**config.mk**
```make
export PLATFORM = sky130hd
export DESIGN_NAME = uart_line_assembler
export DESIGN_NICKNAME = d
export VERILOG_FILES = /design/src/rtl/core/ula_pkg.sv /design/src/rtl/core/uart_line_assembler.sv /design/src/rtl/core/ula_front.sv /design/src/rtl/core/ula_cmd_fifo.sv /design/src/rtl/core/ula_back.sv
export SDC_FILE = /design/constraint.sdc
export NUM_CORES = 1
export LEC_CHECK = 0
export BUFFER_PORTS_ARGS = -buffer_cell sky130_fd_sc_hd__clkbuf_2
export CAP_MARGIN = 25
export CORE_MARGIN = 2
export CORE_UTILIZATION = 45
export DETAILED_ROUTE_END_ITERATION = 6
export HOLD_SLACK_MARGIN = 0.1
export MAX_ROUTING_LAYER = met4
export PLACE_DENSITY_LB_ADDON = 0.3
export SYNTH_ARGS = -nofsm -noshare
export SYNTH_HDL_FRONTEND = slang
export SYNTH_SLANG_ARGS = --single-unit
```
**constraint.sdc**
```tcl
create_clock -name clk -period 4.33 [get_ports clk]
set_clock_uncertainty 0.2 [all_clocks]
set_input_delay 0.6495 -clock clk [delete_from_list [all_inputs] [get_ports clk]]
set_output_delay 0.6495 -clock clk [all_outputs]
set_load 0.005 [all_outputs]
```
**src/rtl/core/ula_pkg.sv**
```systemverilog
// Shared types and constants for the UART line assembler.
`timescale 1ns / 1ps
`default_nettype none

package ula_pkg;

    // Result kinds
    localparam logic [1:0] KIND_CHAR    = 2'd0;
    localparam logic [1:0] KIND_BELL    = 2'd1;
    localparam logic [1:0] KIND_EOF     = 2'd2;
    localparam logic [1:0] KIND_OVERRUN = 2'd3;

    // Character codes
    localparam logic [7:0] CH_LF    = 8'h0A;
    localparam logic [7:0] CH_CR    = 8'h0D;
    localparam logic [7:0] CH_TAB   = 8'h09;
    localparam logic [7:0] CH_SPACE = 8'h20;
    localparam logic [7:0] CH_TILDE = 8'h7E;
    localparam logic [7:0] CH_HIGH  = 8'hA0;

    typedef struct packed {
        logic [7:0] rx_byte;
        logic       frame_error;
        logic       overrun;
    } in_item_t;

    typedef struct packed {
        logic [1:0] kind;
        logic [7:0] data;
        logic       last;
    } out_item_t;

    // Commands from the classifier to the line engine
    typedef enum logic [1:0] {
        OP_STORE,
        OP_FLUSH,
        OP_EOF,
        OP_OVERRUN
    } cmd_op_t;

    typedef struct packed {
        cmd_op_t    op;
        logic [7:0] data;
    } cmd_t;

endpackage : ula_pkg

`default_nettype wire

```
**src/rtl/core/uart_line_assembler.sv**
```systemverilog
// Top level of the UART line assembler: classifier, command queue, line engine.
//
//  channel   direction  handshake            payload
//  in        input      in_valid/in_ready    in_item   (rx_byte, frame_error, overrun)
//  out       output     out_valid/out_ready  out_item  (kind, data, last)
//
// The classifier takes one byte transfer per cycle while the two-entry command
// queue has room. Stored characters and errors are handled in the idle state of the
// line engine; a line end with stored characters goes to the drain sequencer, which
// reads the line store one entry per cycle while the result register is free (it
// enters the drain, gives one result per stored character, then the line feed).
// An empty line gives the line feed alone. rst_n clears all control state and
// empties the line; the line store itself is not cleared. A stall on out_ready
// holds the result register and backs up into the queue, then into in_ready.
`timescale 1ns / 1ps
`default_nettype none

module uart_line_assembler
    import ula_pkg::*;
#(
    parameter int LINE_DEPTH = 64
)
(
    input  wire logic      clk,
    input  wire logic      rst_n,
    input  wire logic      in_valid,
    output logic           in_ready,
    input  wire in_item_t  in_item,
    output logic           out_valid,
    input  wire logic      out_ready,
    output out_item_t      out_item
);

    // classifier -> queue
    logic f_valid;
    logic f_ready;
    cmd_t f_cmd;

    // queue -> line engine
    logic q_valid;
    logic q_ready;
    cmd_t q_cmd;

    // Classify each transfer: errors, line end, printable, or drop
    ula_front u_front (
        .clk       (clk),
        .rst_n     (rst_n),
        .in_valid  (in_valid),
        .in_ready  (in_ready),
        .in_item   (in_item),
        .cmd_valid (f_valid),
        .cmd_ready (f_ready),
        .cmd       (f_cmd)
    );

    // Decouple the classifier from a draining line engine
    ula_cmd_fifo u_cmd_fifo (
        .clk        (clk),
        .rst_n      (rst_n),
        .push_valid (f_valid),
        .push_ready (f_ready),
        .push_cmd   (f_cmd),
        .pop_valid  (q_valid),
        .pop_ready  (q_ready),
        .pop_cmd    (q_cmd)
    );

    // Store characters, drain lines, and report bell and errors
    ula_back #(
        .LINE_DEPTH (LINE_DEPTH)
    ) u_back (
        .clk       (clk),
        .rst_n     (rst_n),
        .cmd_valid (q_valid),
        .cmd_ready (q_ready),
        .cmd       (q_cmd),
        .out_valid (out_valid),
        .out_ready (out_ready),
        .out_item  (out_item)
    );

endmodule : uart_line_assembler

`default_nettype wire

```
**src/rtl/core/ula_front.sv**
```systemverilog
// Input classifier: maps each received byte to a line command or drops it.
`timescale 1ns / 1ps
`default_nettype none

module ula_front
    import ula_pkg::*;
(
    input  wire logic     clk,
    input  wire logic     rst_n,
    input  wire logic     in_valid,
    output logic          in_ready,
    input  wire in_item_t in_item,
    output logic          cmd_valid,
    input  wire logic     cmd_ready,
    output cmd_t          cmd
);

    logic       stage_valid_reg;
    logic       stage_valid_next;
    cmd_t       cmd_reg;
    cmd_t       cmd_next;
    logic       keep;
    logic [7:0] ch_lf;
    logic [7:0] ch_sp;

    assign in_ready  = !stage_valid_reg || cmd_ready;
    assign cmd_valid = stage_valid_reg;
    assign cmd       = cmd_reg;

    always_comb
    begin
        ch_lf = (in_item.rx_byte == CH_CR) ? CH_LF : in_item.rx_byte;
        ch_sp = (ch_lf == CH_TAB) ? CH_SPACE : ch_lf;
        keep          = 1'b1;
        cmd_next.op   = OP_STORE;
        cmd_next.data = ch_sp;
        priority if (in_item.frame_error)
        begin
            cmd_next.op = OP_EOF;
        end
        else if (in_item.overrun)
        begin
            cmd_next.op = OP_OVERRUN;
        end
        else if (ch_lf == CH_LF)
        begin
            cmd_next.op = OP_FLUSH;
        end
        else if ((ch_sp >= CH_SPACE && ch_sp <= CH_TILDE) || ch_sp >= CH_HIGH)
        begin
            cmd_next.op = OP_STORE;
        end
        else
        begin
            // drop other control bytes
            keep = 1'b0;
        end

        if (in_valid && in_ready)
            stage_valid_next = keep;
        else if (cmd_ready)
            stage_valid_next = 1'b0;
        else
            stage_valid_next = stage_valid_reg;
    end

    always_ff @(posedge clk or negedge rst_n)
    begin
        if (!rst_n)
        begin
            stage_valid_reg <= 1'b0;
        end
        else
        begin
            stage_valid_reg <= stage_valid_next;
        end
    end

    always_ff @(posedge clk)
    begin
        if (in_valid && in_ready)
            cmd_reg <= cmd_next;
    end

endmodule : ula_front

`default_nettype wire

```
**src/rtl/core/ula_cmd_fifo.sv**
```systemverilog
// Two-entry command queue between the classifier and the line engine.
`timescale 1ns / 1ps
`default_nettype none

module ula_cmd_fifo
    import ula_pkg::*;
(
    input  wire logic clk,
    input  wire logic rst_n,
    input  wire logic push_valid,
    output logic      push_ready,
    input  wire cmd_t push_cmd,
    output logic      pop_valid,
    input  wire logic pop_ready,
    output cmd_t      pop_cmd
);

    localparam int Depth = 2;
    localparam int PtrW  = 1;
    localparam int CntW  = 2;

    cmd_t            slot_reg [Depth];
    logic [PtrW-1:0] wr_ptr_reg;
    logic [PtrW-1:0] rd_ptr_reg;
    logic [CntW-1:0] cnt_reg;
    logic            do_push;
    logic            do_pop;

    assign push_ready = (cnt_reg != CntW'(Depth));
    assign pop_valid  = (cnt_reg != '0);
    assign pop_cmd    = slot_reg[rd_ptr_reg];
    assign do_push    = push_valid && push_ready;
    assign do_pop     = pop_valid && pop_ready;

    always_ff @(posedge clk or negedge rst_n)
    begin
        if (!rst_n)
        begin
            wr_ptr_reg <= '0;
            rd_ptr_reg <= '0;
            cnt_reg    <= '0;
        end
        else
        begin
            if (do_push)
                wr_ptr_reg <= wr_ptr_reg + PtrW'(1);
            if (do_pop)
                rd_ptr_reg <= rd_ptr_reg + PtrW'(1);
            if (do_push && !do_pop)
                cnt_reg <= cnt_reg + CntW'(1);
            else if (do_pop && !do_push)
                cnt_reg <= cnt_reg - CntW'(1);
        end
    end

    always_ff @(posedge clk)
    begin
        if (do_push)
            slot_reg[wr_ptr_reg] <= push_cmd;
    end

endmodule : ula_cmd_fifo

`default_nettype wire

```
**src/rtl/core/ula_back.sv**
```systemverilog
// Line engine: line store, fill count, drain sequencer and result register.
`timescale 1ns / 1ps
`default_nettype none

module ula_back
    import ula_pkg::*;
#(
    parameter int LINE_DEPTH = 64
)
(
    input  wire logic clk,
    input  wire logic rst_n,
    input  wire logic cmd_valid,
    output logic      cmd_ready,
    input  wire cmd_t cmd,
    output logic      out_valid,
    input  wire logic out_ready,
    output out_item_t out_item
);

    localparam int StoreCap = LINE_DEPTH - 1;
    localparam int AddrW    = $clog2(LINE_DEPTH);

    typedef enum logic [1:0] {
        ST_IDLE,
        ST_DRAIN,
        ST_TAIL
    } state_t;

    state_t           state_reg,   state_next;
    logic [AddrW-1:0] count_reg,   count_next;
    logic [AddrW-1:0] rd_ptr_reg,  rd_ptr_next;
    logic             out_valid_reg, out_valid_next;
    out_item_t        out_item_reg,  out_item_next;
    logic             out_free;
    logic             wr_en;
    logic [7:0]       mem [StoreCap];
    logic [7:0]       rd_data_reg;

    assign out_valid = out_valid_reg;
    assign out_item  = out_item_reg;
    assign out_free  = !out_valid_reg || out_ready;

    always_comb
    begin
        state_next     = state_reg;
        count_next     = count_reg;
        rd_ptr_next    = rd_ptr_reg;
        out_valid_next = out_valid_reg && !out_ready;
        out_item_next  = out_item_reg;
        cmd_ready      = 1'b0;
        wr_en          = 1'b0;

        unique case (state_reg)
            ST_IDLE:
            begin
                if (cmd_valid)
                begin
                    unique case (cmd.op)
                        OP_STORE:
                        begin
                            if (count_reg == AddrW'(StoreCap))
                            begin
                                if (out_free)
                                begin
                                    cmd_ready      = 1'b1;
                                    out_valid_next = 1'b1;
                                    out_item_next  = '{kind: KIND_BELL, data: 8'h00, last: 1'b1};
                                end
                            end
                            else
                            begin
                                cmd_ready  = 1'b1;
                                wr_en      = 1'b1;
                                count_next = count_reg + AddrW'(1);
                            end
                        end
                        OP_FLUSH:
                        begin
                            if (count_reg == '0)
                            begin
                                if (out_free)
                                begin
                                    cmd_ready      = 1'b1;
                                    out_valid_next = 1'b1;
                                    out_item_next  = '{kind: KIND_CHAR, data: CH_LF, last: 1'b1};
                                end
                            end
                            else
                            begin
                                cmd_ready  = 1'b1;
                                state_next = ST_DRAIN;
                            end
                        end
                        OP_EOF:
                        begin
                            if (out_free)
                            begin
                                cmd_ready      = 1'b1;
                                count_next     = '0;
                                out_valid_next = 1'b1;
                                out_item_next  = '{kind: KIND_EOF, data: 8'h00, last: 1'b1};
                            end
                        end
                        OP_OVERRUN:
                        begin
                            if (out_free)
                            begin
                                cmd_ready      = 1'b1;
                                count_next     = '0;
                                out_valid_next = 1'b1;
                                out_item_next  = '{kind: KIND_OVERRUN, data: 8'h00, last: 1'b1};
                            end
                        end
                        default:
                        begin
                            cmd_ready = 1'b0;
                        end
                    endcase
                end
            end
            ST_DRAIN:
            begin
                if (out_free)
                begin
                    out_valid_next = 1'b1;
                    out_item_next  = '{kind: KIND_CHAR, data: rd_data_reg, last: 1'b0};
                    if (rd_ptr_reg + AddrW'(1) == count_reg)
                    begin
                        rd_ptr_next = '0;
                        state_next  = ST_TAIL;
                    end
                    else
                    begin
                        rd_ptr_next = rd_ptr_reg + AddrW'(1);
                    end
                end
            end
            ST_TAIL:
            begin
                if (out_free)
                begin
                    out_valid_next = 1'b1;
                    out_item_next  = '{kind: KIND_CHAR, data: CH_LF, last: 1'b1};
                    count_next     = '0;
                    state_next     = ST_IDLE;
                end
            end
            default:
            begin
                state_next = ST_IDLE;
            end
        endcase
    end

    always_ff @(posedge clk or negedge rst_n)
    begin
        if (!rst_n)
        begin
            state_reg     <= ST_IDLE;
            count_reg     <= '0;
            rd_ptr_reg    <= '0;
            out_valid_reg <= 1'b0;
            out_item_reg  <= '0;
        end
        else
        begin
            state_reg     <= state_next;
            count_reg     <= count_next;
            rd_ptr_reg    <= rd_ptr_next;
            out_valid_reg <= out_valid_next;
            out_item_reg  <= out_item_next;
        end
    end

    // Line store: write at the fill count, read the next drain address
    always_ff @(posedge clk)
    begin
        if (wr_en)
            mem[count_reg] <= cmd.data;
        rd_data_reg <= mem[rd_ptr_next];
    end

endmodule : ula_back

`default_nettype wire
```
==> flow_summary.html, run 1 <==
<table>
<tr><th>Metric</th><th>Value</th></tr>
<tr><th colspan="2">Synthesis</th></tr>
<tr><td>Number of flip-flops and latches in the synthesized netlist</td><td>573</td></tr>
<tr><td>Total standard cell area after synthesis</td><td>about 26,000 um^2</td></tr>
<tr><td>Sequential-to-total area share from yosys stat</td><td>0.6597</td></tr>
<tr><td>Post-synthesis cell type with the largest combined area</td><td>sky130_fd_sc_hd__edfxtp_1</td></tr>
<tr><td>Fraction of synthesis flops using an asynchronous set or reset pin</td><td>0.05410</td></tr>
<tr><td>Warnings, synthesis</td><td>0</td></tr>
<tr><td>Area share of the largest cell type after synthesis</td><td>0.6233</td></tr>
<tr><td>Number of distinct library cell variants in the gate-level netlist after synthesis</td><td>74</td></tr>
<tr><td>Post-synth top flop</td><td>sky130_fd_sc_hd__edfxtp_1</td></tr>
<tr><td>Number of synthesized flops with an enable pin</td><td>around 530</td></tr>
<tr><td>Net Count, Synth</td><td>about 2,200</td></tr>
<tr><td>Leading cell types by total area after synthesis</td><td>sky130_fd_sc_hd__edfxtp_1 (62%), sky130_fd_sc_hd__nand2_1 (7.6%), sky130_fd_sc_hd__a21oi_1 (3.5%), sky130_fd_sc_hd__mux2i_1 (3.2%), sky130_fd_sc_hd__dfrtp_1 (3.0%)</td></tr>
<tr><td>Syn Inst Count</td><td>about 2,100</td></tr>
<tr><td>Avg Inst Size Synth</td><td>between 10 and 15 um^2</td></tr>
<tr><th colspan="2">CTS</th></tr>
<tr><td>Clock Latency Late Sink</td><td>~620 ps</td></tr>
<tr><td>Clk buf depth</td><td>3</td></tr>
<tr><td>Number of buffers created by CTS</td><td>58</td></tr>
<tr><td>Clock tree from TritonCTS</td><td>built</td></tr>
<tr><td>CTS root buffer</td><td>sky130_fd_sc_hd__clkbuf_16</td></tr>
<tr><td>Post-CTS clock slew at the launch and capture registers of the worst setup and hold paths</td><td>60 ps</td></tr>
<tr><td>Deepest level of the CTS H-tree</td><td>2</td></tr>
<tr><td>Number of sinks on the clock net</td><td>approximately 570</td></tr>
<tr><th colspan="2">STA</th></tr>
<tr><td>Final hold violations</td><td>0</td></tr>
<tr><td>Slew @ Worst Pin</td><td>~930 ps</td></tr>
<tr><td>Final worst setup slack</td><td>around 260 ps</td></tr>
<tr><td>Post-route setup TNS</td><td>0 ps</td></tr>
<tr><td>Final max-slew violation count</td><td>0</td></tr>
<tr><td>Worst relative slew slack</td><td>0.3806</td></tr>
<tr><td>Final setup viols</td><td>0</td></tr>
<tr><td>Final period demand of the worst path</td><td>a little over 4000 ps</td></tr>
<tr><td>RSZ-0062 raised after global routing</td><td>false</td></tr>
<tr><td>Share of the cycle needed by the critical path after routing</td><td>0.9410</td></tr>
<tr><td>Maximum clock frequency</td><td>between 0.2 and 0.25 GHz</td></tr>
<tr><th colspan="2">Place</th></tr>
<tr><td>Buffers on Ports</td><td>26</td></tr>
<tr><td>Placed wire-length estimate after detailed placement</td><td>45.55 mm</td></tr>
<tr><td>Pre-CTS WS</td><td>153.3 ps</td></tr>
<tr><td>Weighted congestion reported at the end of routability-driven placement</td><td>approximately 1.0</td></tr>
<tr><th colspan="2">Setup path</th></tr>
<tr><td>Worst reg2reg endpoint</td><td>u_back.rd_data_reg[5]</td></tr>
<tr><td>Reg2reg setup slack</td><td>260 ps</td></tr>
<tr><td>Crit Path Category</td><td>reg -&gt; reg</td></tr>
<tr><td>Nature of the critical path startpoint</td><td>flop</td></tr>
<tr><td>Type of element capturing the critical path</td><td>flop</td></tr>
<tr><td>Worst path required time</td><td>4640 ps</td></tr>
<tr><td>Arrival @ worst endpoint</td><td>4380 ps</td></tr>
<tr><td>Worst-path maximum fanout</td><td>about 100</td></tr>
<tr><td>Startpoint of the worst register-to-register path</td><td>u_back.rd_ptr_reg[0]</td></tr>
<tr><td>Number of cells on the worst reg-to-reg path</td><td>11</td></tr>
<tr><th colspan="2">Detailed routing</th></tr>
<tr><td>DRC violation count after routing</td><td>0</td></tr>
<tr><td>Number of optimization iterations in the first detailed-route pass</td><td>6</td></tr>
<tr><td>Routed wire per std cell</td><td>24.26 um</td></tr>
<tr><td>Via count</td><td>between 15,000 and 20,000</td></tr>
<tr><td>DRC marker count from the first detailed-route iteration</td><td>roughly 2,300</td></tr>
<tr><td>Wirelength, routed</td><td>72.53 mm</td></tr>
<tr><td>Vias per cell</td><td>a little over 6</td></tr>
<tr><td>Remaining antenna violation count</td><td>0</td></tr>
<tr><th colspan="2">Global route</th></tr>
<tr><td>GRT Resource Usage Total</td><td>0.2531</td></tr>
<tr><td>Wire length of the first global-routing pass</td><td>about 110 mm</td></tr>
<tr><td>Via count of the first global-routing pass</td><td>17,600</td></tr>
<tr><td>Maximum number of pins on one net before global-route repair</td><td>around 190</td></tr>
<tr><td>Antenna violations before repair</td><td>1</td></tr>
<tr><td>Remaining global-route overflow</td><td>0</td></tr>
<tr><th colspan="2">Die</th></tr>
<tr><td>Area of the core</td><td>~56,000 um^2</td></tr>
<tr><td>Count of pins on the block boundary</td><td>27</td></tr>
<tr><td>Die boundary width</td><td>~240 um</td></tr>
<tr><td>Overall die area</td><td>59,100 um^2</td></tr>
<tr><td>Overall die height</td><td>~240 um</td></tr>
<tr><td>Rows</td><td>87</td></tr>
<tr><td>Starting utilization of the core area</td><td>0.4554</td></tr>
<tr><th colspan="2">Pwr</th></tr>
<tr><td>Worst IR drop on VDD</td><td>between 0.6 and 0.7 mV</td></tr>
<tr><td>Static Leak</td><td>~10 nW</td></tr>
<tr><td>Cell Pwr Density</td><td>752.0 nW/um^2</td></tr>
<tr><th colspan="2">Final layout</th></tr>
<tr><td>Area delta synth-&gt;final</td><td>13.19%</td></tr>
<tr><td>Total area of sequential cells</td><td>16,980 um^2</td></tr>
<tr><td>Number of nets in the final layout</td><td>between 2,000 and 2,500</td></tr>
<tr><td>Max FFs per register</td><td>around 500</td></tr>
<tr><td>Share of layout cells above drive strength 1</td><td>0.1214</td></tr>
<tr><td>Filler instances</td><td>4,780</td></tr>
<tr><td>Multi-input gate area in the final layout</td><td>between 8000 and 9000 um^2</td></tr>
<tr><th colspan="2">Run</th></tr>
<tr><td>Max Cap Violations</td><td>0</td></tr>
<tr><th colspan="2">Status</th></tr>
<tr><td>Outcome</td><td>complete, no violations</td></tr>
<tr><th colspan="2">Worst hold path</th></tr>
<tr><td>Sink of the worst hold path</td><td>u_front.cmd[8]</td></tr>
<tr><td>Worst hold-check path type</td><td>in -&gt; reg</td></tr>
<tr><td>Hold Crit Start</td><td>in_item[1]</td></tr>
<tr><td>Number of cells on the worst hold path</td><td>2</td></tr>
</table>
-- metal layers --
metal / share of wire / global-route usage / up-vias
li1: - / - / 8146
met1: 0.41 / 0.3430 / 9037
met2: 0.47 / 0.3927 / 857
met3: 0.083 / 0.03759 / 142
met4: 0.033 / 0.08445 / 0
met5: 0 / - / -
-- through the flow --
step                area, um^2  utilization  cells  hold WS [ps]  total power [mW]
floorplan                25730            -   2143         153.9             13.42
global placement         27100       0.4797   2871         227.0             16.58
detailed placement       27150       0.4805   2873         239.4             16.78
CTS                      29070       0.5145   2985         106.0             21.80
global route             29120       0.5154   2989         122.4             22.93
finish                   29120       0.5154   2989         130.0             21.90
-- kinds of logic (layout without fill, tap and decap cells) --
family,count (synthesis),in the layout,share of synthesized area
compound gates,504,504,0.1362
xor+xnor,14,14,0.005350
fa+ha+maj,9,9,0.004377
buf+inv,171,260,0.02772
flops,573,573,0.6597
mux,107,107,0.04290
other cells,0,1,0
simple gates,765,765,0.1237
-- layout make-up --
cell class / instances / area share
Sequential cell: 573 / 0.5829
Inverter: 10 / 0.001289
Timing Repair Buffer: 143 / 0.04133
Antenna cell: 1 / 0.00008593
Multi-Input combinational cell: 1399 / 0.2776
Clock inverter: 35 / 0.01190
Tap cell: 756 / 0.03248
Clock buffer: 72 / 0.05238
-- how the worst max path moves through the flow --
stage,from,endpoint,slack [ps],cells after the start
2_1_floorplan,u_back.rd_ptr_reg[1],u_back.rd_data_reg[0],990,11
3_3_place_gp,u_back.rd_ptr_reg[0],u_back.rd_data_reg[5],220,10
3_5_place_dp,u_back.rd_ptr_reg[0],u_back.rd_data_reg[5],150,11
4_1_cts,u_back.rd_ptr_reg[0],u_back.rd_data_reg[5],120,11
5_1_grt,u_back.rd_ptr_reg[0],u_back.rd_data_reg[4],60,12
6_report,u_back.rd_ptr_reg[0],u_back.rd_data_reg[5],260,11
-- power breakdown --
part | switching [mW] | internal, mW
Combinational | 6.55 | 3.04
Clock | 2.11 | 2.90
Sequential | 0.228 | 7.07
Total | 8.89 | 13.0
-- placed cells by master (no fill, tap or decap), types with 26 or more instances in the layout --
cell	count
sky130_fd_sc_hd__clkbuf_16	59
sky130_fd_sc_hd__o21ai_0	57
sky130_fd_sc_hd__dfrtp_1	30
sky130_fd_sc_hd__a21oi_1	178
sky130_fd_sc_hd__edfxtp_1	534
sky130_fd_sc_hd__nand3_1	60
sky130_fd_sc_hd__mux2i_1	81
sky130_fd_sc_hd__nand2_1	519
sky130_fd_sc_hd__a221oi_1	69
sky130_fd_sc_hd__clkbuf_2	26
sky130_fd_sc_hd__buf_4	98
sky130_fd_sc_hd__nor2_1	100
-- what timing repair did --
action,in CTS,in global routing
setup endpoints to repair,0,8
gates resized for setup,0,1
hold buffers,5,0
buffers inserted,0,2
endpoints found under the hold margin,35,0
-- Yosys cell counts, types with 26 or more instances --
cell / count
sky130_fd_sc_hd__clkbuf_1: 94
sky130_fd_sc_hd__mux2i_1: 81
sky130_fd_sc_hd__o21ai_0: 57
sky130_fd_sc_hd__a21oi_1: 178
sky130_fd_sc_hd__nand2_1: 521
sky130_fd_sc_hd__buf_2: 35
sky130_fd_sc_hd__nor2_1: 100
sky130_fd_sc_hd__dfrtp_1: 31
sky130_fd_sc_hd__edfxtp_1: 534
sky130_fd_sc_hd__buf_1: 26
sky130_fd_sc_hd__a221oi_1: 69
sky130_fd_sc_hd__nand3_1: 60
-- worst max-delay path: stages, from the launching register on --
cell,delay [ps]
sky130_fd_sc_hd__dfrtp_4,520
sky130_fd_sc_hd__ha_1,270
sky130_fd_sc_hd__xor3_1,420
sky130_fd_sc_hd__nor3_4,280
sky130_fd_sc_hd__a41oi_4,230
sky130_fd_sc_hd__buf_12,270
sky130_fd_sc_hd__a21oi_1,220
sky130_fd_sc_hd__a32oi_1,90
sky130_fd_sc_hd__a21oi_1,440
sky130_fd_sc_hd__o22ai_1,150
sky130_fd_sc_hd__o41a_1,520
sky130_fd_sc_hd__a32o_1,250
Note: power is estimated with default switching activity, not from simulation.
==> inputs of run 2 (changes only) <==
--- a/config.mk
+++ b/config.mk
@@ -5,6 +5,7 @@
 export SDC_FILE = /design/constraint.sdc
 export NUM_CORES = 1
 export LEC_CHECK = 0
+export ABC_AREA = 1
 export BUFFER_PORTS_ARGS = -buffer_cell sky130_fd_sc_hd__clkbuf_2
 export CAP_MARGIN = 25
 export CORE_MARGIN = 2
==> run 2 against run 1 <==
  * Clock-buffer cell count is the same
  * Non-clock buffer count shrank 13
  * Global-route usage shrank 0.98 points
  * Fmax grew 3.2%
  * Clock power grew 1%
  * Critical endpoint is now u_back.rd_data_reg[3]
  * Synthesized cell count grew 12%
  * Setup slack gained 130 ps
  * Flip-flop and latch count is the same
==> flow_summary.html, run 2 <==
<table>
<tr><th>Metric</th><th>Value</th></tr>
<tr><th colspan="2">STA</th></tr>
<tr><td>Final period demand of the worst path</td><td>3948 ps (was 4075 ps)</td></tr>
<tr><td>Maximum clock frequency</td><td>0.2533 GHz (was 0.2454 GHz)</td></tr>
<tr><td>Final worst setup slack</td><td>382.4 ps (was 255.3 ps)</td></tr>
<tr><td>Post-Route Hold Slack</td><td>138.2 ps (was 130.0 ps)</td></tr>
<tr><td>Final max-slew violation count</td><td>0 (unchanged)</td></tr>
<tr><td>Worst relative slew slack</td><td>0.2942 (was 0.3806)</td></tr>
<tr><td>Final setup viols</td><td>0 (unchanged)</td></tr>
<tr><td>Slew @ Worst Pin</td><td>1055 ps (was 925.7 ps)</td></tr>
<tr><td>RSZ-0062 raised after global routing</td><td>false (unchanged)</td></tr>
<tr><td>Post-route setup TNS</td><td>0 ps (unchanged)</td></tr>
<tr><td>Final hold violations</td><td>0 (unchanged)</td></tr>
<tr><td>Share of the cycle needed by the critical path after routing</td><td>0.9117 (was 0.9410)</td></tr>
<tr><th colspan="2">Place</th></tr>
<tr><td>Placed wire-length estimate after detailed placement</td><td>40.64 mm (was 45.55 mm)</td></tr>
<tr><td>Weighted congestion reported at the end of routability-driven placement</td><td>0.9066 (was 0.9965)</td></tr>
<tr><td>Placed Cells</td><td>3,131 (was 2,873)</td></tr>
<tr><td>Buffers on Ports</td><td>26 (unchanged)</td></tr>
<tr><td>Pre-CTS WS</td><td>315.6 ps (was 153.3 ps)</td></tr>
<tr><th colspan="2">Setup path</th></tr>
<tr><td>Crit Path Category</td><td>reg -&gt; reg (unchanged)</td></tr>
<tr><td>Type of element capturing the critical path</td><td>flop (unchanged)</td></tr>
<tr><td>Worst-path maximum fanout</td><td>35 (was 98)</td></tr>
<tr><td>Worst path required time</td><td>4640 ps (about the same)</td></tr>
<tr><td>Nature of the critical path startpoint</td><td>flop (unchanged)</td></tr>
<tr><td>Arrival @ worst endpoint</td><td>4260 ps (was 4380 ps)</td></tr>
<tr><td>Number of cells on the worst reg-to-reg path</td><td>12 (was 11)</td></tr>
<tr><th colspan="2">CTS</th></tr>
<tr><td>CTS root buffer</td><td>sky130_fd_sc_hd__clkbuf_16 (unchanged)</td></tr>
<tr><td>Clock Latency Late Sink</td><td>620 ps (about the same)</td></tr>
<tr><td>Number of buffers created by CTS</td><td>59 (was 58)</td></tr>
<tr><td>Cells resized by post-CTS repair</td><td>0 (unchanged)</td></tr>
<tr><td>Clock tree from TritonCTS</td><td>built (unchanged)</td></tr>
<tr><td>Post-CTS clock slew at the launch and capture registers of the worst setup and hold paths</td><td>60 ps (about the same)</td></tr>
<tr><td>Deepest level of the CTS H-tree</td><td>2 (unchanged)</td></tr>
<tr><td>Post-cts hold buffer count</td><td>6 (was 5)</td></tr>
<tr><td>Number of sinks on the clock net</td><td>573 (unchanged)</td></tr>
<tr><td>Total setup buffers inserted after CTS</td><td>0 (unchanged)</td></tr>
<tr><td>Clk buf depth</td><td>3 (unchanged)</td></tr>
<tr><th colspan="2">Synthesis</th></tr>
<tr><td>Post-synthesis share of cell area spent on xor and xnor gates</td><td>0.001040 (was 0.005350)</td></tr>
<tr><td>Number of distinct library cell variants in the gate-level netlist after synthesis</td><td>37 (was 74)</td></tr>
<tr><td>Number of synthesized flops with an enable pin</td><td>534 (unchanged)</td></tr>
<tr><td>Synth top cells by count</td><td>sky130_fd_sc_hd__nand3_1 (586), sky130_fd_sc_hd__edfxtp_1 (534), sky130_fd_sc_hd__nand2_1 (531) (was sky130_fd_sc_hd__edfxtp_1 (534), sky130_fd_sc_hd__nand2_1 (521), sky130_fd_sc_hd__a21oi_1 (178))</td></tr>
<tr><td>Area share of the largest cell type after synthesis</td><td>0.6346 (was 0.6233)</td></tr>
<tr><td>Net Count, Synth</td><td>2,424 (was 2,166)</td></tr>
<tr><td>Fraction of synthesized area in multiplexers</td><td>0 (was 0.04290)</td></tr>
<tr><td>Post-synthesis cell type with the largest combined area</td><td>sky130_fd_sc_hd__edfxtp_1 (unchanged)</td></tr>
<tr><td>Largest family of logic cells by synthesized area</td><td>simple AND/OR/NAND/NOR gates (was compound AO/OA/AOI/OAI gates)</td></tr>
<tr><td>Post-synth top flop</td><td>sky130_fd_sc_hd__edfxtp_1 (unchanged)</td></tr>
<tr><td>Total standard cell area after synthesis</td><td>25,270 um^2 (was 25,730 um^2)</td></tr>
<tr><td>Library cell with the highest instance count after synthesis</td><td>sky130_fd_sc_hd__nand3_1 (was sky130_fd_sc_hd__edfxtp_1)</td></tr>
<tr><td>Number of flip-flops and latches in the synthesized netlist</td><td>573 (unchanged)</td></tr>
<tr><td>Fraction of synthesis flops using an asynchronous set or reset pin</td><td>0.05410 (unchanged)</td></tr>
<tr><td>Fraction of the mapped netlist area in compound gates</td><td>0.01362 (was 0.1362)</td></tr>
<tr><td>Avg Inst Size Synth</td><td>10.52 um^2 (was 12.00 um^2)</td></tr>
<tr><td>Sequential-to-total area share from yosys stat</td><td>0.6717 (was 0.6597)</td></tr>
<tr><td>Leading cell types by total area after synthesis</td><td>sky130_fd_sc_hd__edfxtp_1 (63%), sky130_fd_sc_hd__nand3_1 (12%), sky130_fd_sc_hd__nand2_1 (7.9%), sky130_fd_sc_hd__inv_1 (4.2%), sky130_fd_sc_hd__dfrtp_1 (3.1%) (was sky130_fd_sc_hd__edfxtp_1 (62%), sky130_fd_sc_hd__nand2_1 (7.6%), sky130_fd_sc_hd__a21oi_1 (3.5%), sky130_fd_sc_hd__mux2i_1 (3.2%), sky130_fd_sc_hd__dfrtp_1 (3.0%))</td></tr>
<tr><td>Syn Inst Count</td><td>2,401 (was 2,143)</td></tr>
<tr><td>Post-synthesis adder-cell area fraction</td><td>0.004457 (was 0.004377)</td></tr>
<tr><td>Warnings, synthesis</td><td>0 (unchanged)</td></tr>
<tr><td>Synthesized-area fraction occupied by and/or/nand/nor cells</td><td>0.2413 (was 0.1237)</td></tr>
<tr><th colspan="2">Detailed routing</th></tr>
<tr><td>Wirelength, routed</td><td>67.44 mm (was 72.53 mm)</td></tr>
<tr><td>DRC violation count after routing</td><td>0 (unchanged)</td></tr>
<tr><td>DRC marker count from the first detailed-route iteration</td><td>2,087 (was 2,338)</td></tr>
<tr><td>Number of optimization iterations in the first detailed-route pass</td><td>7 (was 6)</td></tr>
<tr><td>Vias per cell</td><td>5.552 (was 6.083)</td></tr>
<tr><td>Routed wire per std cell</td><td>20.78 um (was 24.26 um)</td></tr>
<tr><td>Via count</td><td>18,020 (was 18,180)</td></tr>
<tr><td>Remaining antenna violation count</td><td>0 (unchanged)</td></tr>
<tr><th colspan="2">Die</th></tr>
<tr><td>Area of the core</td><td>55,310 um^2 (was 56,500 um^2)</td></tr>
<tr><td>Die boundary width</td><td>241.0 um (was 243.1 um)</td></tr>
<tr><td>Overall die area</td><td>58,060 um^2 (was 59,100 um^2)</td></tr>
<tr><td>Overall die height</td><td>241.0 um (was 243.1 um)</td></tr>
<tr><td>Starting utilization of the core area</td><td>0.4569 (was 0.4554)</td></tr>
<tr><td>Count of pins on the block boundary</td><td>27 (unchanged)</td></tr>
<tr><td>Rows</td><td>86 (was 87)</td></tr>
<tr><th colspan="2">Global route</th></tr>
<tr><td>Maximum number of pins on one net before global-route repair</td><td>150 (was 189)</td></tr>
<tr><td>Remaining global-route overflow</td><td>0 (unchanged)</td></tr>
<tr><td>GRT Resource Usage Total</td><td>0.2432 (was 0.2531)</td></tr>
<tr><td>Wire length of the first global-routing pass</td><td>103.6 mm (was 110.7 mm)</td></tr>
<tr><td>Antenna violations before repair</td><td>0 (was 1)</td></tr>
<tr><td>Via count of the first global-routing pass</td><td>17,220 (was 17,600)</td></tr>
<tr><th colspan="2">Status</th></tr>
<tr><td>Outcome</td><td>complete, no violations (unchanged)</td></tr>
<tr><th colspan="2">Pwr</th></tr>
<tr><td>Switching part of the total</td><td>0.4052 (was 0.4060)</td></tr>
<tr><td>Total internal power</td><td>12.53 mW (was 13.01 mW)</td></tr>
<tr><td>Reg power frac</td><td>0.353 (was 0.333)</td></tr>
<tr><td>Part of the power in the clock network</td><td>0.241 (was 0.229)</td></tr>
<tr><td>Cell Pwr Density</td><td>733.9 nW/um^2 (was 752.0 nW/um^2)</td></tr>
<tr><td>Share of total power in combinational logic</td><td>0.407 (was 0.438)</td></tr>
<tr><td>Worst IR drop on VDD</td><td>0.6096 mV (was 0.6077 mV)</td></tr>
<tr><td>Static Leak</td><td>11.44 nW (was 10.23 nW)</td></tr>
<tr><td>Switching power total</td><td>8.537 mW (was 8.890 mW)</td></tr>
<tr><th colspan="2">Final layout</th></tr>
<tr><td>Area delta synth-&gt;final</td><td>13.63% (was 13.19%)</td></tr>
<tr><td>Share of layout cells above drive strength 1</td><td>0.09087 (was 0.1214)</td></tr>
<tr><td>Most frequent cells in the layout</td><td>sky130_fd_sc_hd__nand3_1 (586), sky130_fd_sc_hd__edfxtp_1 (534), sky130_fd_sc_hd__nand2_1 (521) (was sky130_fd_sc_hd__edfxtp_1 (534), sky130_fd_sc_hd__nand2_1 (519), sky130_fd_sc_hd__a21oi_1 (178))</td></tr>
<tr><td>Most frequent standard cell in the layout excluding fill and tap cells</td><td>sky130_fd_sc_hd__nand3_1 (was sky130_fd_sc_hd__edfxtp_1)</td></tr>
<tr><td>Number of nets in the final layout</td><td>2,475 (was 2,208)</td></tr>
<tr><td>Max FFs per register</td><td>504 (unchanged)</td></tr>
<tr><td>Non-filler cells, final</td><td>3,246 (was 2,989)</td></tr>
<tr><td>Diode count</td><td>0 (was 1)</td></tr>
<tr><td>Core occupancy in the finished layout</td><td>0.5191 (was 0.5154)</td></tr>
<tr><th colspan="2">Worst hold path</th></tr>
<tr><td>Worst hold-check path type</td><td>in -&gt; reg (unchanged)</td></tr>
<tr><td>Number of cells on the worst hold path</td><td>2 (unchanged)</td></tr>
<tr><th colspan="2">Run</th></tr>
<tr><td>Max Cap Violations</td><td>0 (unchanged)</td></tr>
</table>
[run 2: cell types whose count changed after synthesis, sizes merged, moves of 31 or more]
| cell | previous run | this run |
|---|---|---|
| nand3 | 61 | 587 |
| inv | 9 | 285 |
| a21oi | 179 | 16 |
| nand3b | 4 | 89 |
| mux2i | 81 | 0 |
| a221oi | 69 | 0 |
| clkbuf | 95 | 43 |
| o21ai | 59 | 27 |
| buf | 66 | 97 |
[run 2: cell families after synthesis]
family          Yosys count
buf+inv                 427
compound gates           58
fa+ha+maj                 9
simple gates           1331
xor+xnor                  3
flops                   573
[run 2: power by group through the flow]
stage / registers (mW) / logic, mW / clock network (mW)
after floorplan: 7.46 / 5.29 / 0
after global placement: 7.56 / 8.30 / 0
after detailed placement: 7.56 / 8.44 / 0
after CTS: 7.45 / 8.48 / 5.13
after global routing: 7.45 / 9.40 / 5.36
final: 7.43 / 8.57 / 5.07
[run 2: layout make-up]
cell class | instances | area [um^2]
clock buffer | 72 | 1568
clock inverter | 35 | 339.1
fill | 4952 | 26600
inverter | 287 | 1079
multi-input combinational | 1401 | 6660
sequential | 573 | 16970
tap | 748 | 935.9
timing repair buffer | 130 | 1159
[run 2: metal layers]
layer / part of all wire / wire length [um] / global-route usage / vias up
met5: 0 / 0 / - / -
met4: 0.034 / 2326 / 0.08885 / 0
met1: 0.42 / 28020 / 0.3298 / 8776
met3: 0.085 / 5748 / 0.03729 / 138
li1: - / - / - / 8278
met2: 0.46 / 31340 / 0.3733 / 830
[run 2: final timing paths]
kind | slack [ps] | endpoint | start
min reg2reg | 250 | u_cmd_fifo.slot_reg[0][2] | u_front.cmd[2]
min | 140 | u_front.cmd[9] | in_item[0]
max reg2reg | 380 | u_back.rd_data_reg[3] | u_back.state_reg[1]
min in group asynchronous | 450 | u_back.out_item[6] | rst_n
max | 380 | u_back.rd_data_reg[3] | u_back.state_reg[1]
max in group asynchronous | 2960 | u_back.count_reg[5] | rst_n
[run 2: critical path, stage by stage (launching register included)]
cell and delay [ps]:
sky130_fd_sc_hd__dfrtp_1 410, sky130_fd_sc_hd__inv_1 110, sky130_fd_sc_hd__ha_1 410, sky130_fd_sc_hd__nand2_1 420, sky130_fd_sc_hd__nor2_1 330, sky130_fd_sc_hd__a21boi_4 110
sky130_fd_sc_hd__inv_2 700, sky130_fd_sc_hd__buf_4 370, sky130_fd_sc_hd__nand3_1 110, sky130_fd_sc_hd__nand3_1 260, sky130_fd_sc_hd__nand3_1 180, sky130_fd_sc_hd__nand3_1 160
sky130_fd_sc_hd__nand2_1 60
[run 2: metrics by stage]
step | power, mW | instance area, um^2
3_3_place_gp | 15.86 | 26660
4_1_cts | 21.06 | 28670
5_1_grt | 22.21 | 28710
3_5_place_dp | 16.00 | 26700
2_1_floorplan | 12.75 | 25270
6_report | 21.07 | 28710
==> inputs of run 3 (changes only) <==
--- a/config.mk
+++ b/config.mk
@@ -14,6 +14,7 @@
 export HOLD_SLACK_MARGIN = 0.1
 export MAX_ROUTING_LAYER = met4
 export PLACE_DENSITY_LB_ADDON = 0.3
+export RECOVER_POWER = 25
 export SYNTH_ARGS = -nofsm -noshare
 export SYNTH_HDL_FRONTEND = slang
 export SYNTH_SLANG_ARGS = --single-unit
==> run 3 against run 2 <==
  * Register-to-register slack about the same
  * Sequential share of layout area up 0.17 points
  * Die area unchanged
  * Critical path type unchanged
  * The run now ends with capacitance limit, slew limit left
==> flow_summary.html, run 3 (same netlist as run 2, synthesis figures left out) <==
<table>
<tr><th>Metric</th><th>Value</th></tr>
<tr><th colspan="2">Setup path</th></tr>
<tr><td>Nature of the critical path startpoint</td><td>flop (unchanged)</td></tr>
<tr><td>Worst reg2reg endpoint</td><td>u_back.mem[39][1] (was u_back.rd_data_reg[3])</td></tr>
<tr><td>Number of cells on the worst reg-to-reg path</td><td>5 (was 12)</td></tr>
<tr><td>Worst-path maximum fanout</td><td>38 (was 35)</td></tr>
<tr><td>Reg2reg setup slack</td><td>390 ps (was 380 ps)</td></tr>
<tr><td>Last element of the critical path</td><td>u_back.mem[39][1] (was u_back.rd_data_reg[3])</td></tr>
<tr><td>Cell chain of the critical path</td><td>inv_1, nand2_1, nand2_1, clkbuf_1, clkbuf_2 (was inv_1, ha_1, nand2_1, nor2_1, a21boi_4, inv_2, buf_4, nand3_1, nand3_1, nand3_1, nand3_1, nand2_1)</td></tr>
<tr><td>Worst path required time</td><td>4470 ps (was 4640 ps)</td></tr>
<tr><td>Delay of the slowest cell on the worst path</td><td>1660 ps (was 700 ps)</td></tr>
<tr><td>Crit path launch</td><td>u_cmd_fifo.rd_ptr_reg (was u_back.state_reg[1])</td></tr>
<tr><td>Worst path bufs/invs</td><td>3 (unchanged)</td></tr>
<tr><td>Crit-path slowest cell</td><td>sky130_fd_sc_hd__clkbuf_1 (was sky130_fd_sc_hd__inv_2)</td></tr>
<tr><td>CP top delay family</td><td>buffers and inverters (was simple AND/OR/NAND/NOR gates)</td></tr>
<tr><td>Crit Path Category</td><td>reg -&gt; reg (unchanged)</td></tr>
<tr><td>Type of element capturing the critical path</td><td>flop (unchanged)</td></tr>
<tr><td>CP dominant cell by count</td><td>sky130_fd_sc_hd__nand2_1 (was sky130_fd_sc_hd__nand3_1)</td></tr>
<tr><td>Crit path depth</td><td>5 (was 12)</td></tr>
<tr><td>Startpoint of the worst register-to-register path</td><td>u_cmd_fifo.rd_ptr_reg (was u_back.state_reg[1])</td></tr>
<tr><td>Arrival @ worst endpoint</td><td>4080 ps (was 4260 ps)</td></tr>
<tr><th colspan="2">Detailed routing</th></tr>
<tr><td>DRC marker count from the first detailed-route iteration</td><td>2,043 (was 2,087)</td></tr>
<tr><td>DR WL met2</td><td>31.36 mm (was 31.34 mm)</td></tr>
<tr><td>Number of optimization iterations in the first detailed-route pass</td><td>6 (was 7)</td></tr>
<tr><td>Via count</td><td>18,060 (was 18,020)</td></tr>
<tr><td>Wire length on met3</td><td>5.546 mm (was 5.748 mm)</td></tr>
<tr><td>DRC violation count after routing</td><td>0 (unchanged)</td></tr>
<tr><td>Routed wire per std cell</td><td>20.74 um (was 20.78 um)</td></tr>
<tr><td>Max layer used</td><td>met4 (unchanged)</td></tr>
<tr><td>Met1 WL</td><td>28.23 mm (was 28.02 mm)</td></tr>
<tr><td>Wirelength, routed</td><td>67.31 mm (was 67.44 mm)</td></tr>
<tr><td>Remaining antenna violation count</td><td>0 (unchanged)</td></tr>
<tr><td>Vias per cell</td><td>5.563 (was 5.552)</td></tr>
<tr><th colspan="2">STA</th></tr>
<tr><td>Post-route setup TNS</td><td>0 ps (unchanged)</td></tr>
<tr><td>Final worst setup slack</td><td>393.5 ps (was 382.4 ps)</td></tr>
<tr><td>Maximum clock frequency</td><td>0.2540 GHz (was 0.2533 GHz)</td></tr>
<tr><td>Slew @ Worst Pin</td><td>2300 ps (was 1055 ps)</td></tr>
<tr><td>Final max-slew violation count</td><td>141 (was 0)</td></tr>
<tr><td>Final hold violations</td><td>0 (unchanged)</td></tr>
<tr><td>Worst relative slew slack</td><td>-0.5334 (was 0.2942)</td></tr>
<tr><td>Final setup viols</td><td>0 (unchanged)</td></tr>
<tr><td>Post-Route Hold Slack</td><td>131.2 ps (was 138.2 ps)</td></tr>
<tr><td>RSZ-0062 raised after global routing</td><td>false (unchanged)</td></tr>
<tr><td>Share of the cycle needed by the critical path after routing</td><td>0.9091 (was 0.9117)</td></tr>
<tr><td>Final period demand of the worst path</td><td>3937 ps (was 3948 ps)</td></tr>
<tr><th colspan="2">Place</th></tr>
<tr><td>Placed Cells</td><td>3,131 (unchanged)</td></tr>
<tr><td>Weighted congestion reported at the end of routability-driven placement</td><td>0.9066 (unchanged)</td></tr>
<tr><td>Buffers on Ports</td><td>26 (unchanged)</td></tr>
<tr><td>Area after detailed placement</td><td>26,700 um^2 (unchanged)</td></tr>
<tr><td>Pre-CTS WS</td><td>315.6 ps (unchanged)</td></tr>
<tr><td>Placed wire-length estimate after detailed placement</td><td>40.64 mm (unchanged)</td></tr>
<tr><th colspan="2">Die</th></tr>
<tr><td>Overall die area</td><td>58,060 um^2 (unchanged)</td></tr>
<tr><td>Rows</td><td>86 (unchanged)</td></tr>
<tr><td>Overall die height</td><td>241.0 um (unchanged)</td></tr>
<tr><td>Die boundary width</td><td>241.0 um (unchanged)</td></tr>
<tr><td>Area of the core</td><td>55,310 um^2 (unchanged)</td></tr>
<tr><td>Starting utilization of the core area</td><td>0.4569 (unchanged)</td></tr>
<tr><td>Count of pins on the block boundary</td><td>27 (unchanged)</td></tr>
<tr><th colspan="2">Final layout</th></tr>
<tr><td>Post-Layout Inst Area</td><td>28,630 um^2 (was 28,710 um^2)</td></tr>
<tr><td>Number of nets in the final layout</td><td>2,475 (unchanged)</td></tr>
<tr><td>Non-filler cells, final</td><td>3,246 (unchanged)</td></tr>
<tr><td>Max FFs per register</td><td>504 (unchanged)</td></tr>
<tr><td>Most frequent cells in the layout</td><td>sky130_fd_sc_hd__nand3_1 (586), sky130_fd_sc_hd__edfxtp_1 (534), sky130_fd_sc_hd__nand2_1 (526) (was sky130_fd_sc_hd__nand3_1 (586), sky130_fd_sc_hd__edfxtp_1 (534), sky130_fd_sc_hd__nand2_1 (521))</td></tr>
<tr><td>Diode count</td><td>0 (unchanged)</td></tr>
<tr><td>Share of layout cells above drive strength 1</td><td>0.08207 (was 0.09087)</td></tr>
<tr><td>Most frequent standard cell in the layout excluding fill and tap cells</td><td>sky130_fd_sc_hd__nand3_1 (unchanged)</td></tr>
<tr><td>Area delta synth-&gt;final</td><td>13.31% (was 13.63%)</td></tr>
<tr><th colspan="2">Status</th></tr>
<tr><td>Outcome</td><td>complete, but fails checks (was complete, no violations)</td></tr>
<tr><td>Violated checks</td><td>capacitance limit, slew limit</td></tr>
<tr><th colspan="2">CTS</th></tr>
<tr><td>Clk buf depth</td><td>3 (unchanged)</td></tr>
<tr><td>Clock Latency Late Sink</td><td>620 ps (about the same)</td></tr>
<tr><td>Deepest level of the CTS H-tree</td><td>2 (unchanged)</td></tr>
<tr><td>Number of buffers created by CTS</td><td>59 (unchanged)</td></tr>
<tr><td>Post-CTS clock slew at the launch and capture registers of the worst setup and hold paths</td><td>60 ps (about the same)</td></tr>
<tr><td>Number of sinks on the clock net</td><td>573 (unchanged)</td></tr>
<tr><td>CTS root buffer</td><td>sky130_fd_sc_hd__clkbuf_16 (unchanged)</td></tr>
<tr><td>Total setup buffers inserted after CTS</td><td>0 (unchanged)</td></tr>
<tr><td>Clock tree from TritonCTS</td><td>built (unchanged)</td></tr>
<tr><th colspan="2">Worst hold path</th></tr>
<tr><td>Worst hold-check path type</td><td>in -&gt; reg (unchanged)</td></tr>
<tr><td>Hold Crit Start</td><td>in_item[7] (was in_item[0])</td></tr>
<tr><th colspan="2">Global route</th></tr>
<tr><td>Antenna violations before repair</td><td>0 (unchanged)</td></tr>
<tr><td>Remaining global-route overflow</td><td>0 (unchanged)</td></tr>
<tr><td>Wire length of the first global-routing pass</td><td>103.6 mm (unchanged)</td></tr>
<tr><td>Via count of the first global-routing pass</td><td>17,220 (unchanged)</td></tr>
<tr><td>GRT Resource Usage Total</td><td>0.2432 (unchanged)</td></tr>
<tr><td>Maximum number of pins on one net before global-route repair</td><td>150 (unchanged)</td></tr>
<tr><th colspan="2">Pwr</th></tr>
<tr><td>Worst IR drop on VDD</td><td>0.6116 mV (was 0.6096 mV)</td></tr>
<tr><td>Static Leak</td><td>11.37 nW (was 11.44 nW)</td></tr>
<tr><td>Cell Pwr Density</td><td>733.1 nW/um^2 (was 733.9 nW/um^2)</td></tr>
<tr><th colspan="2">Run</th></tr>
<tr><td>Max Cap Violations</td><td>4 (was 0)</td></tr>
</table>
## run 3: per-layer routing
layer,global-route usage,up-vias
li1,-,8291
met2,0.3733,787
met4,0.08885,0
met3,0.03729,119
met5,-,-
met1,0.3298,8861
## run 3: how the worst min path moves through the flow
stage / end / depth (start not counted)
3_5_place_dp: u_cmd_fifo.slot_reg[1][2] / 0
4_1_cts: u_front.cmd[5] / 3
6_report: u_front.cmd[5] / 3
5_1_grt: u_front.cmd[9] / 2
2_1_floorplan: u_back.count_reg[0] / 0
3_3_place_gp: u_cmd_fifo.slot_reg[1][1] / 0
## run 3: area by class of cell
class	count	area, um^2
well taps	748	935.9
clock buffers	72	1568
multi-input cells	1401	6648
inverters	287	1079
clock inverters	35	339.1
flip-flops and latches	573	16970
repair buffers	130	1090
fillers	4971	26680
## run 3: stage by stage
step / power [mW] / util
after floorplan: 12.75 / -
after global placement: 15.86 / 0.4820
after detailed placement: 16.00 / 0.4828
after CTS: 21.06 / 0.5184
after global routing: 22.15 / 0.5176
final: 20.99 / 0.5176
## run 3: timing repair
item / in CTS / in global routing
hold buffers: 6 / 0
hold endpoints to repair: 36 / 0
resized for setup: 0 / 0
## run 3: where the power goes
| group | switching (mW) | total, mW | internal (mW) |
|---|---|---|---|
| combinational | 6.16 | 8.46 | 2.30 |
| sequential | 0.235 | 7.46 | 7.22 |
| clock | 2.11 | 5.07 | 2.97 |
## run 3: tightest hold or removal path, cell delays in order
cell and delay [ps]:
sky130_fd_sc_hd__clkbuf_2 90, sky130_fd_sc_hd__nor2_1 60, sky130_fd_sc_hd__inv_1 50
